## src/sv/dhoat_ram.sv

```systemverilog
`timescale 1ns / 1ps
// ============================================================================
// dhoat_ram
// simple dual port ram, one write and one registered read port
// ============================================================================
module dhoat_ram #(
    parameter int WIDTH = 8,
    parameter int DEPTH = 256
) (
    input  logic                     i_clk,
    input  logic                     i_we,
    input  logic [$clog2(DEPTH)-1:0] i_waddr,
    input  logic [WIDTH-1:0]         i_wdata,
    input  logic [$clog2(DEPTH)-1:0] i_raddr,
    output logic [WIDTH-1:0]         o_rdata
);

    logic [WIDTH-1:0] r_mem [DEPTH];
    logic [WIDTH-1:0] r_rdata;

    always_ff @(posedge i_clk) begin
        if (i_we) begin
            r_mem[i_waddr] <= i_wdata;
        end
        r_rdata <= r_mem[i_raddr];
    end

    assign o_rdata = r_rdata;

endmodule

```

## config.mk

```make
export PLATFORM = sky130hd
export DESIGN_NAME = dhoat_ram
export DESIGN_NICKNAME = d
export VERILOG_FILES = /design/src/sv/dhoat_ram.sv
export SDC_FILE = /design/constraint.sdc
export NUM_CORES = 2
export LEC_CHECK = 0
export BUFFER_PORTS_ARGS = -buffer_cell sky130_fd_sc_hd__buf_2
export CAP_MARGIN = 20
export CELL_PAD_IN_SITES_DETAIL_PLACEMENT = 0
export CELL_PAD_IN_SITES_GLOBAL_PLACEMENT = 1
export CORE_ASPECT_RATIO = 0.5
export CORE_MARGIN = 4
export CORE_UTILIZATION = 40
export CTS_CLUSTER_DIAMETER = 100
export CTS_CLUSTER_SIZE = 10
export DETAILED_ROUTE_END_ITERATION = 10
export GPL_TIMING_DRIVEN = 0
export PLACE_DENSITY_LB_ADDON = 0.12
export SETUP_SLACK_MARGIN = 0.02
export SYNTH_ARGS = -nofsm -noshare
export SYNTH_HDL_FRONTEND = slang
export SYNTH_SLANG_ARGS = --single-unit
```

## constraint.sdc

```tcl
create_clock -name i_clk -period 2.5 [get_ports i_clk]
set_clock_uncertainty 0.15 [all_clocks]
set_input_delay 0 -clock i_clk [delete_from_list [all_inputs] [get_ports i_clk]]
set_output_delay 0 -clock i_clk [all_outputs]
set_load 0.005 [all_outputs]
```

==> metrics.md <==
| Metric | Value |
|---|---|
| DRC violations left | 0 |
| WP data arrival | 3280 ps |
| DR iter-0 viols | 5659 |
| Starting Density | 0.404 |
| Commonest cells after routing, fill and taps aside | edfxtp_1, mux4_2, clkbuf_16 |
| Number of synthesized flops with an enable pin | 2048 |
| WL/cell | 39.7 um |
| Status | finished with violations |
| Detail Placement HPWL | 180000 um |
| First-pass GRT wire length | 357000 um |
| GRT Overall Usage | 0.258 |
| Crit path max fanout | 10 |
| Leakage | 28.1 nW |
| CP startpoint | i_raddr[5] |
| Largest net degree at the start of global routing | 153 |
| H-tree levels | 4 |
| Max-cap viol count | 1 |
| TritonCTS clock tree | yes |
| Die area | 207000 sq um |
| Slew Limit Fails | 11 |
| Tmin final | 2740 ps |
| Type of the worst setup path | input pin to flop |
| Setup-failing EPs final | 444 |
| Max stage delay on crit path | 860 ps |
| GPL Wtd Cong | 0.902 |
| Largest cells by area after synthesis | edfxtp_1, mux4_2, mux2i_1 |
| Reg2Reg Depth | 6 |
| Pre-Repair DR Iteration Count | 5 |
| Antenna viol nets, final | 0 |
| Area growth from synthesis to final layout | 15.7% |
| Synthesized area | 79600 sq um |
| Worst slew margin relative to its limit | -0.0122 |
| Reg-to-reg endpoint | o_rdata[5] |
| NumNets Final | 4108 |
| Failing checks | max-capacitance violations, max-slew violations, negative setup slack |
| Crit-path slowest cell | buf_1 |
| Final Hold Fails | 0 |
| Total core area | 197000 sq um |
| Element type at the critical path end | flop |
| Vias in the first global route | 40.9k |
| Maximum clock frequency | 365 MHz |
| Hold_ws | 78.1 ps |
| Commonest non-fill, non-tap cell in the layout | edfxtp_1 |
| Initial antenna violation count | 21 |
| Seq/Total Area, Yosys | 0.775 |
| Top-area cell type share of the netlist area | 0.773 |
| Setup ws final | -237 ps |
| Min-Delay Startpoint | i_wdata[7] |
| PortBufs | 26 |
| DRT Wirelength | 268000 um |
| Critical path endpoint | o_rdata[2] |
| Critical Path RT | 3040 ps |
| Clk slew on worst S/H paths | 60 ps |
| Library cells used by synthesis | 55 |
| Worst Max-Slew Pin Slew | 1520 ps |
| Critical R2R Launch | r_mem[81][5] |
| Die W | 639 um |
| Share of layout cells above drive strength 1 | 0.296 |
| #FFs+latches synth | 2056 |
| Cell taking the most area after synthesis | edfxtp_1 |
| Yosys warnings | 0 |
| Worst Hold Class | input pin to flop |
| CP cell instances | buf_2 -> buf_2 -> nand2b_1 -> buf_1 -> a21oi_1 -> nor4_4 -> nor4_4 |
| Pwr per Cell Area | 783 nW/um^2 |
| Highest ir drop seen on vdd | 0.610 mV |
| Die Y | 323 um |
| Unrepaired setup endpoints after global routing | yes |
| CTS Sinks | 2056 |
| CTS Buf Count | 231 |
| I/O pin total | 34 |
| Post-Synthesis Cells | 3733 |
| Dpl cells | 6448 |
| Synth Net Count | 3759 |
| Tcrit/Tclk final | 1.09 |
| Max clock buf depth | 4 |
| Prevailing post-synth register cell | edfxtp_1 |
| DR vias | 41.6k |
| Filler Cell Count | 16.4k |
| Clock Tree Root | clkbuf_16 |
| Startpoint types | input pin |
| Final std cells w/o fill | 6750 |
| GRT overflow | 0 |
| Worst-skew pair later-pin latency | 870 ps |
| FF-to-FF setup slack | -170 ps |
| Vias per inst | 6.16 |
| Avg Cell Area, Syn | 21.3 sq um |
| Post-Place Setup Slack | -2440 ps |
| Ys async rst share | 0 |
| Site Rows | 115 |
## metrics by stage
| step | power (mW) | setup TNS [ps] | util | area [sq um] |
|---|---|---|---|---|
| after detailed placement | 43.0 | -1516810 | 0.426 | 84100 |
| after floorplan | 40.6 | 0 | - | 79600 |
| after CTS | 72.3 | -11650 | 0.464 | 91500 |
| after global routing | 74.0 | -828 | 0.467 | 92100 |
| final | 72.1 | -25980 | 0.467 | 92100 |
| after global placement | 43.0 | -6341470 | 0.421 | 83000 |
## cell families (layout without fill, tap and decap cells)
family                 count (synthesis)  in the layout  synth area share
flip-flops                          2056           2056             0.775
multiplexers                         591            591             0.146
AND/OR/NAND/NOR                      466            466            0.0263
AO/OA/AOI/OAI                        385            385            0.0342
buffers and inverters                235            614            0.0183
other                                  0              6                 0
## area by class of cell
class | instances | area, sq um | share of cell area
plain buffers | 230 | 1670 | 0.0182
repair buffers | 119 | 1530 | 0.0166
inverters | 2 | 8.76 | 0.0000951
clock inverters | 3 | 55.1 | 0.000598
flip-flops and latches | 2056 | 61700 | 0.670
diodes | 6 | 15.0 | 0.000163
well taps | 2632 | 3290 | 0.0358
clock buffers | 260 | 5950 | 0.0647
multi-input cells | 1442 | 17900 | 0.194
## registers in the layout, indices dropped and copies added, names as in the netlist
name and flops:
r_mem 2048, o_rdata 8
## power breakdown
group | switching (mW) | total (mW) | internal [mW]
clock | 12.8 | 29.4 | 16.5
sequential | 0.0209 | 38.0 | 38.0
combinational | 3.21 | 4.66 | 1.45
total | 16.1 | 72.1 | 56.0
## worst max-delay path: cells and delay by family
family                 cells  cell delay [ps]
AOI/OAI and AO/OA          1              270
buffers and inverters      3             1710
and+or+nand+nor            3             1230
## cells in the mapped netlist (all sizes together), types with 10 or more instances
library cell / count
a211oi: 16
a21oi: 96
a221oi: 14
a22oi: 133
buf: 122
clkbuf: 111
edfxtp: 2048
mux2i: 134
mux4: 456
nand2: 33
nand3: 34
nand4: 10
nor2: 282
nor2b: 31
nor3: 22
nor4: 27
o211ai: 10
o21ai: 12
o221ai: 47
o22ai: 28
## worst min path at each step
| stage | end | slack, ps | cells after the start |
|---|---|---|---|
| 2_1_floorplan | r_mem[0][0] | -50 | 0 |
| 3_3_place_gp | o_rdata[2] | 230 | 1 |
| 3_5_place_dp | r_mem[131][1] | 120 | 1 |
| 4_1_cts | r_mem[157][6] | 0.05 | 3 |
| 5_1_grt | r_mem[251][0] | 40 | 4 |
| 6_report | r_mem[104][7] | 80 | 2 |
## layer usage
metal	GRT usage	routed length (um)	up-vias
li1	-	-	16300
met1	0.365	112000	22700
met2	0.374	116000	2234
met3	0.101	33100	368
met4	0.0642	6490	2
met5	0	235	-
## timing repair
item,4_1_cts,5_1_grt
pin swaps,25,9
endpoints found under the hold margin,1728,0
setup buffers,3,3
setup endpoints to repair,1032,993
resized for setup,318,135
hold buffers,22,0
Power figures use the tool's default switching activity.
