$ cat src/sv/dhoat_pkg.sv
`timescale 1ns / 1ps
// ============================================================================
// dhoat_pkg
// shared codes, widths and constants of the double hash table
// ============================================================================
package dhoat_pkg;

    // command codes
    localparam logic [2:0] CMD_INSERT = 3'd0;
    localparam logic [2:0] CMD_REMOVE = 3'd1;
    localparam logic [2:0] CMD_LOOKUP = 3'd2;
    localparam logic [2:0] CMD_READ   = 3'd3;
    localparam logic [2:0] CMD_CLEAR  = 3'd4;

    // status codes
    localparam logic [1:0] STAT_OK      = 2'd0;
    localparam logic [1:0] STAT_PRESENT = 2'd1;
    localparam logic [1:0] STAT_FULL    = 2'd2;
    localparam logic [1:0] STAT_MISSING = 2'd3;

    // slot states
    typedef logic [1:0] t_slot_state;
    localparam t_slot_state SLOT_EMPTY   = 2'd0;
    localparam t_slot_state SLOT_LIVE    = 2'd1;
    localparam t_slot_state SLOT_VACATED = 2'd2;

    // configuration register indexes
    localparam int unsigned CFG_W = 9;
    localparam logic CFG_TABLE_SIZE = 1'b0;
    localparam logic CFG_TOLERANCE  = 1'b1;

    // stream widths
    localparam int unsigned IN_W  = 144;
    localparam int unsigned OUT_W = 96;

    // modulo unit: dividend width and bits retired per cycle
    localparam int unsigned MOD_XW    = 32;
    localparam int unsigned MOD_DIGIT = 4;

    // floor(x/5) as (x * LIM_RECIP) >> LIM_SHIFT for x below 2^19
    localparam int unsigned LIM_SHIFT = 22;
    localparam int unsigned LIM_RECIP = (1 << LIM_SHIFT) / 5 + 1;

endpackage

$ cat src/sv/dhoat_mod.sv
`timescale 1ns / 1ps
// ============================================================================
// dhoat_mod
// restoring modulo unit, a few dividend bits per cycle
// ============================================================================
module dhoat_mod #(
    parameter int MW = 9
) (
    input  logic                         i_clk,
    input  logic                         i_rst_n,
    input  logic                         i_start,
    input  logic [dhoat_pkg::MOD_XW-1:0] i_x,
    input  logic [MW-1:0]                i_m,
    output logic                         o_busy,
    output logic [MW-1:0]                o_rem
);

    localparam int XW    = dhoat_pkg::MOD_XW;
    localparam int DG    = dhoat_pkg::MOD_DIGIT;
    localparam int STEPS = XW / DG;
    localparam int CW    = (STEPS > 1) ? $clog2(STEPS) : 1;

    logic          r_busy;
    logic [CW-1:0] r_cnt;
    logic [XW-1:0] r_x;
    logic [MW-1:0] r_rem;
    logic [MW-1:0] r_m;

    logic [XW-1:0] w_x;
    logic [MW-1:0] w_rem;
    logic [MW:0]   w_t;

    // shift in one dividend bit at a time, subtract when the divisor fits
    always_comb begin
        w_x   = r_x;
        w_rem = r_rem;
        w_t   = '0;
        for (int k = 0; k < DG; k++) begin
            w_t = {w_rem, w_x[XW-1]};
            if (w_t >= {1'b0, r_m}) begin
                w_t = w_t - {1'b0, r_m};
            end
            w_rem = w_t[MW-1:0];
            w_x   = {w_x[XW-2:0], 1'b0};
        end
    end

    always_ff @(posedge i_clk) begin
        if (!i_rst_n) begin
            r_busy <= 1'b0;
            r_cnt  <= '0;
        end else if (i_start) begin
            r_busy <= 1'b1;
            r_cnt  <= '0;
        end else if (r_busy) begin
            r_cnt <= r_cnt + CW'(1);
            if (r_cnt == CW'(STEPS - 1)) begin
                r_busy <= 1'b0;
            end
        end
    end

    always_ff @(posedge i_clk) begin
        if (i_start) begin
            r_x   <= i_x;
            r_rem <= '0;
            r_m   <= i_m;
        end else if (r_busy) begin
            r_x   <= w_x;
            r_rem <= w_rem;
        end
    end

    assign o_busy = r_busy;
    assign o_rem  = r_rem;

endmodule

$ cat config.mk
export PLATFORM = sky130hd
export DESIGN_NAME = dhoat_mod
export DESIGN_NICKNAME = d
export VERILOG_FILES = /design/src/sv/dhoat_pkg.sv /design/src/sv/dhoat_mod.sv
export SDC_FILE = /design/constraint.sdc
export NUM_CORES = 1
export LEC_CHECK = 0
export BUFFER_PORTS_ARGS = -buffer_cell sky130_fd_sc_hd__buf_4
export CORE_UTILIZATION = 58
export DETAILED_ROUTE_END_ITERATION = 10
export PLACE_DENSITY = 0.9
export SETUP_SLACK_MARGIN = 0.15
export SLEW_MARGIN = 20
export SYNTH_ARGS = -nofsm -noshare
export SYNTH_HDL_FRONTEND = slang
export SYNTH_SLANG_ARGS = --single-unit
$ cat constraint.sdc
create_clock -name i_clk -period 10.6 [get_ports i_clk]
set_input_delay 1.06 -clock i_clk [delete_from_list [all_inputs] [get_ports i_clk]]
set_output_delay 1.06 -clock i_clk [all_outputs]
set_load 0.1 [all_outputs]
==> metrics.txt <==
final core occ=0.6802; die area=about 0.0073 mm^2; Layout Skew=8.460 ps; antenna-violating nets left=0; I/O pin total=54; final hold vios=0; Slew @ Worst Pin=799.6 ps; CTS tree=done; Max Fclk=roughly 120 MHz; Post-synth EDFFs=41; DRT Pass-1 Iters=5; clk buf depth=2; max_slew headroom=0.4662; most frequent cells in the layout=buf_4 (53), mux2_2 (42), edfxtp_1 (41); Final HPWL DP=7.229 mm; share of cells above drive strength 1=0.2763; CTS H-tree depth=2; Final Worst Setup Slack=1949 ps; GR Overflow Total=0; initial antenna violation count=0; Setup WS pre-CTS=2127 ps; ANT cells=0; first-pass GRT wire length=14.68 mm; crit end category=register; Port Buffers=53; Net count, final=512; core box area=just under 0.007 mm^2; Rows=30; area grow syn2layout=13.36%; most common cell after layout, fill and taps aside=buf_4; die width=85.61 um; Startpoint Class=register; Vias/cell=6.085; TritonCTS Buffers=5; max-capacitance violation count=0; Overall Global Routing Usage=0.2620; largest net degree at the start of global routing=56; Hold Buf Count CTS=0; DRC viols=0; Max Slew Vio Count=0; Arr. time, crit path=8880 ps; Ys Warns=0; RD Place Congestion=0.9262; Post-Route Setup TNS=0 ps; worst skew pair latency=around 310 ps; RSZ-0062 raised after global routing=no; Crit path largest cell delay=520 ps; Synth Instances=375; Die H=roughly 86 um; Async SR Flop Fraction=0; Finished Layout Cells=around 500; syn nets=461; First DRT Iteration DRCs=173; type of the worst min-delay path=register to register; initial core utilization=0.6000; setup violators final=0; Post-synth top flop=edfxtp_1; Num Clock Sinks=54; Synth Register Bits=between 50 and 60; synthesized area=slightly above 0.004 mm^2; CP Data Required Time=10,830 ps; WS Path Type=register to register; postcts setup bufs=0; clock-pin slew on the worst setup and hold paths=100 ps; register area share after synthesis=0.3679; Post-CTS Resized=0; Vias=3,085; minimum clock period=8651 ps; CP max FO=16; DR WL/cell=18.15 um; Routed WL=between 9 and 10 mm; status=finished, final reports clean; synth unique cells=59; slowest CP cell=or4b_1; Placed Cells=499; period utilization=0.8162; vias in the first global route=3,191; clock root buffer master=clkbuf_8; Mapped Avg Cell Area=10.81 um^2
[per-stage QoR]
stage	hold WS [ps]	area, um^2
global route	573.2	4596
global placement	478.5	4507
CTS	531.7	4596
finish	522.4	4596
floorplan	464.7	4054
detailed placement	506.7	4507
[flip-flops by register name, indices dropped and copies added (netlist names)]
| signal | cells |
|---|---|
| r_m | 9 |
| r_cnt | 3 |
| o_busy | 1 |
| r_x | 32 |
| o_rem | 9 |
[critical path: cells and delay by family (launching register included)]
family	cells	cell delay, ps
AO/OA/AOI/OAI	16	3850
multiplexers	2	640
adder cells (fa/ha/maj)	5	1840
flip-flops	1	450
AND/OR/NAND/NOR	8	1710
buffers and inverters	1	60
[synthesized netlist by cell type, types with 10 or more instances]
master	n	area share
a21oi_1	16	0.020
nor2_1	26	0.024
a21o_1	16	0.030
ha_1	38	0.12
mux2_2	42	0.12
edfxtp_1	41	0.30
xnor2_1	14	0.030
inv_1	22	0.020
o21ai_0	12	0.015
mux2i_1	10	0.025
nand2_1	13	0.012
xor2_1	12	0.026
dfxtp_1	13	0.064
[routing by layer]
metal  vias up  track usage  part of all wire
met5         -            0                 0
met4         0       0.1167             0.034
met3        27      0.06449             0.073
met2       113       0.4436              0.48
met1      1437       0.3172              0.41
li1       1508            -                 -
[cell type report]
cell class / count / area, um^2
fill: 515 / 2161
clock buffer: 5 / 68.82
multi-input combinational: 290 / 2435
inverter: 22 / 82.58
sequential: 54 / 1491
tap: 80 / 100.1
clock inverter: 3 / 20.02
timing repair buffer: 53 / 397.9
[cells by family (layout without fill, tap and decap cells)]
family	after synthesis	in the layout	share of synthesized area
AOI/OAI and AO/OA	86	86	0.1580
and+or+nand+nor	84	84	0.1080
DFF	54	54	0.3679
muxes	52	52	0.1414
adders and majority gates	42	42	0.1370
buffers and inverters	31	83	0.03148
xor gates and xnor gates	26	26	0.05617
[final timing paths]
kind | start | endpoint | slack (ps) | cells past startpoint
max reg2reg | r_m[0] | o_rem[2] | 1950 | 32
min | r_cnt[1] | r_cnt[1] | 520 | 2
max | r_m[0] | o_rem[2] | 1950 | 32
min reg2reg | r_cnt[1] | r_cnt[1] | 520 | 2
Power is not shown: default switching activity piles up to over one toggle a cycle in this logic, so the estimate is an artifact.
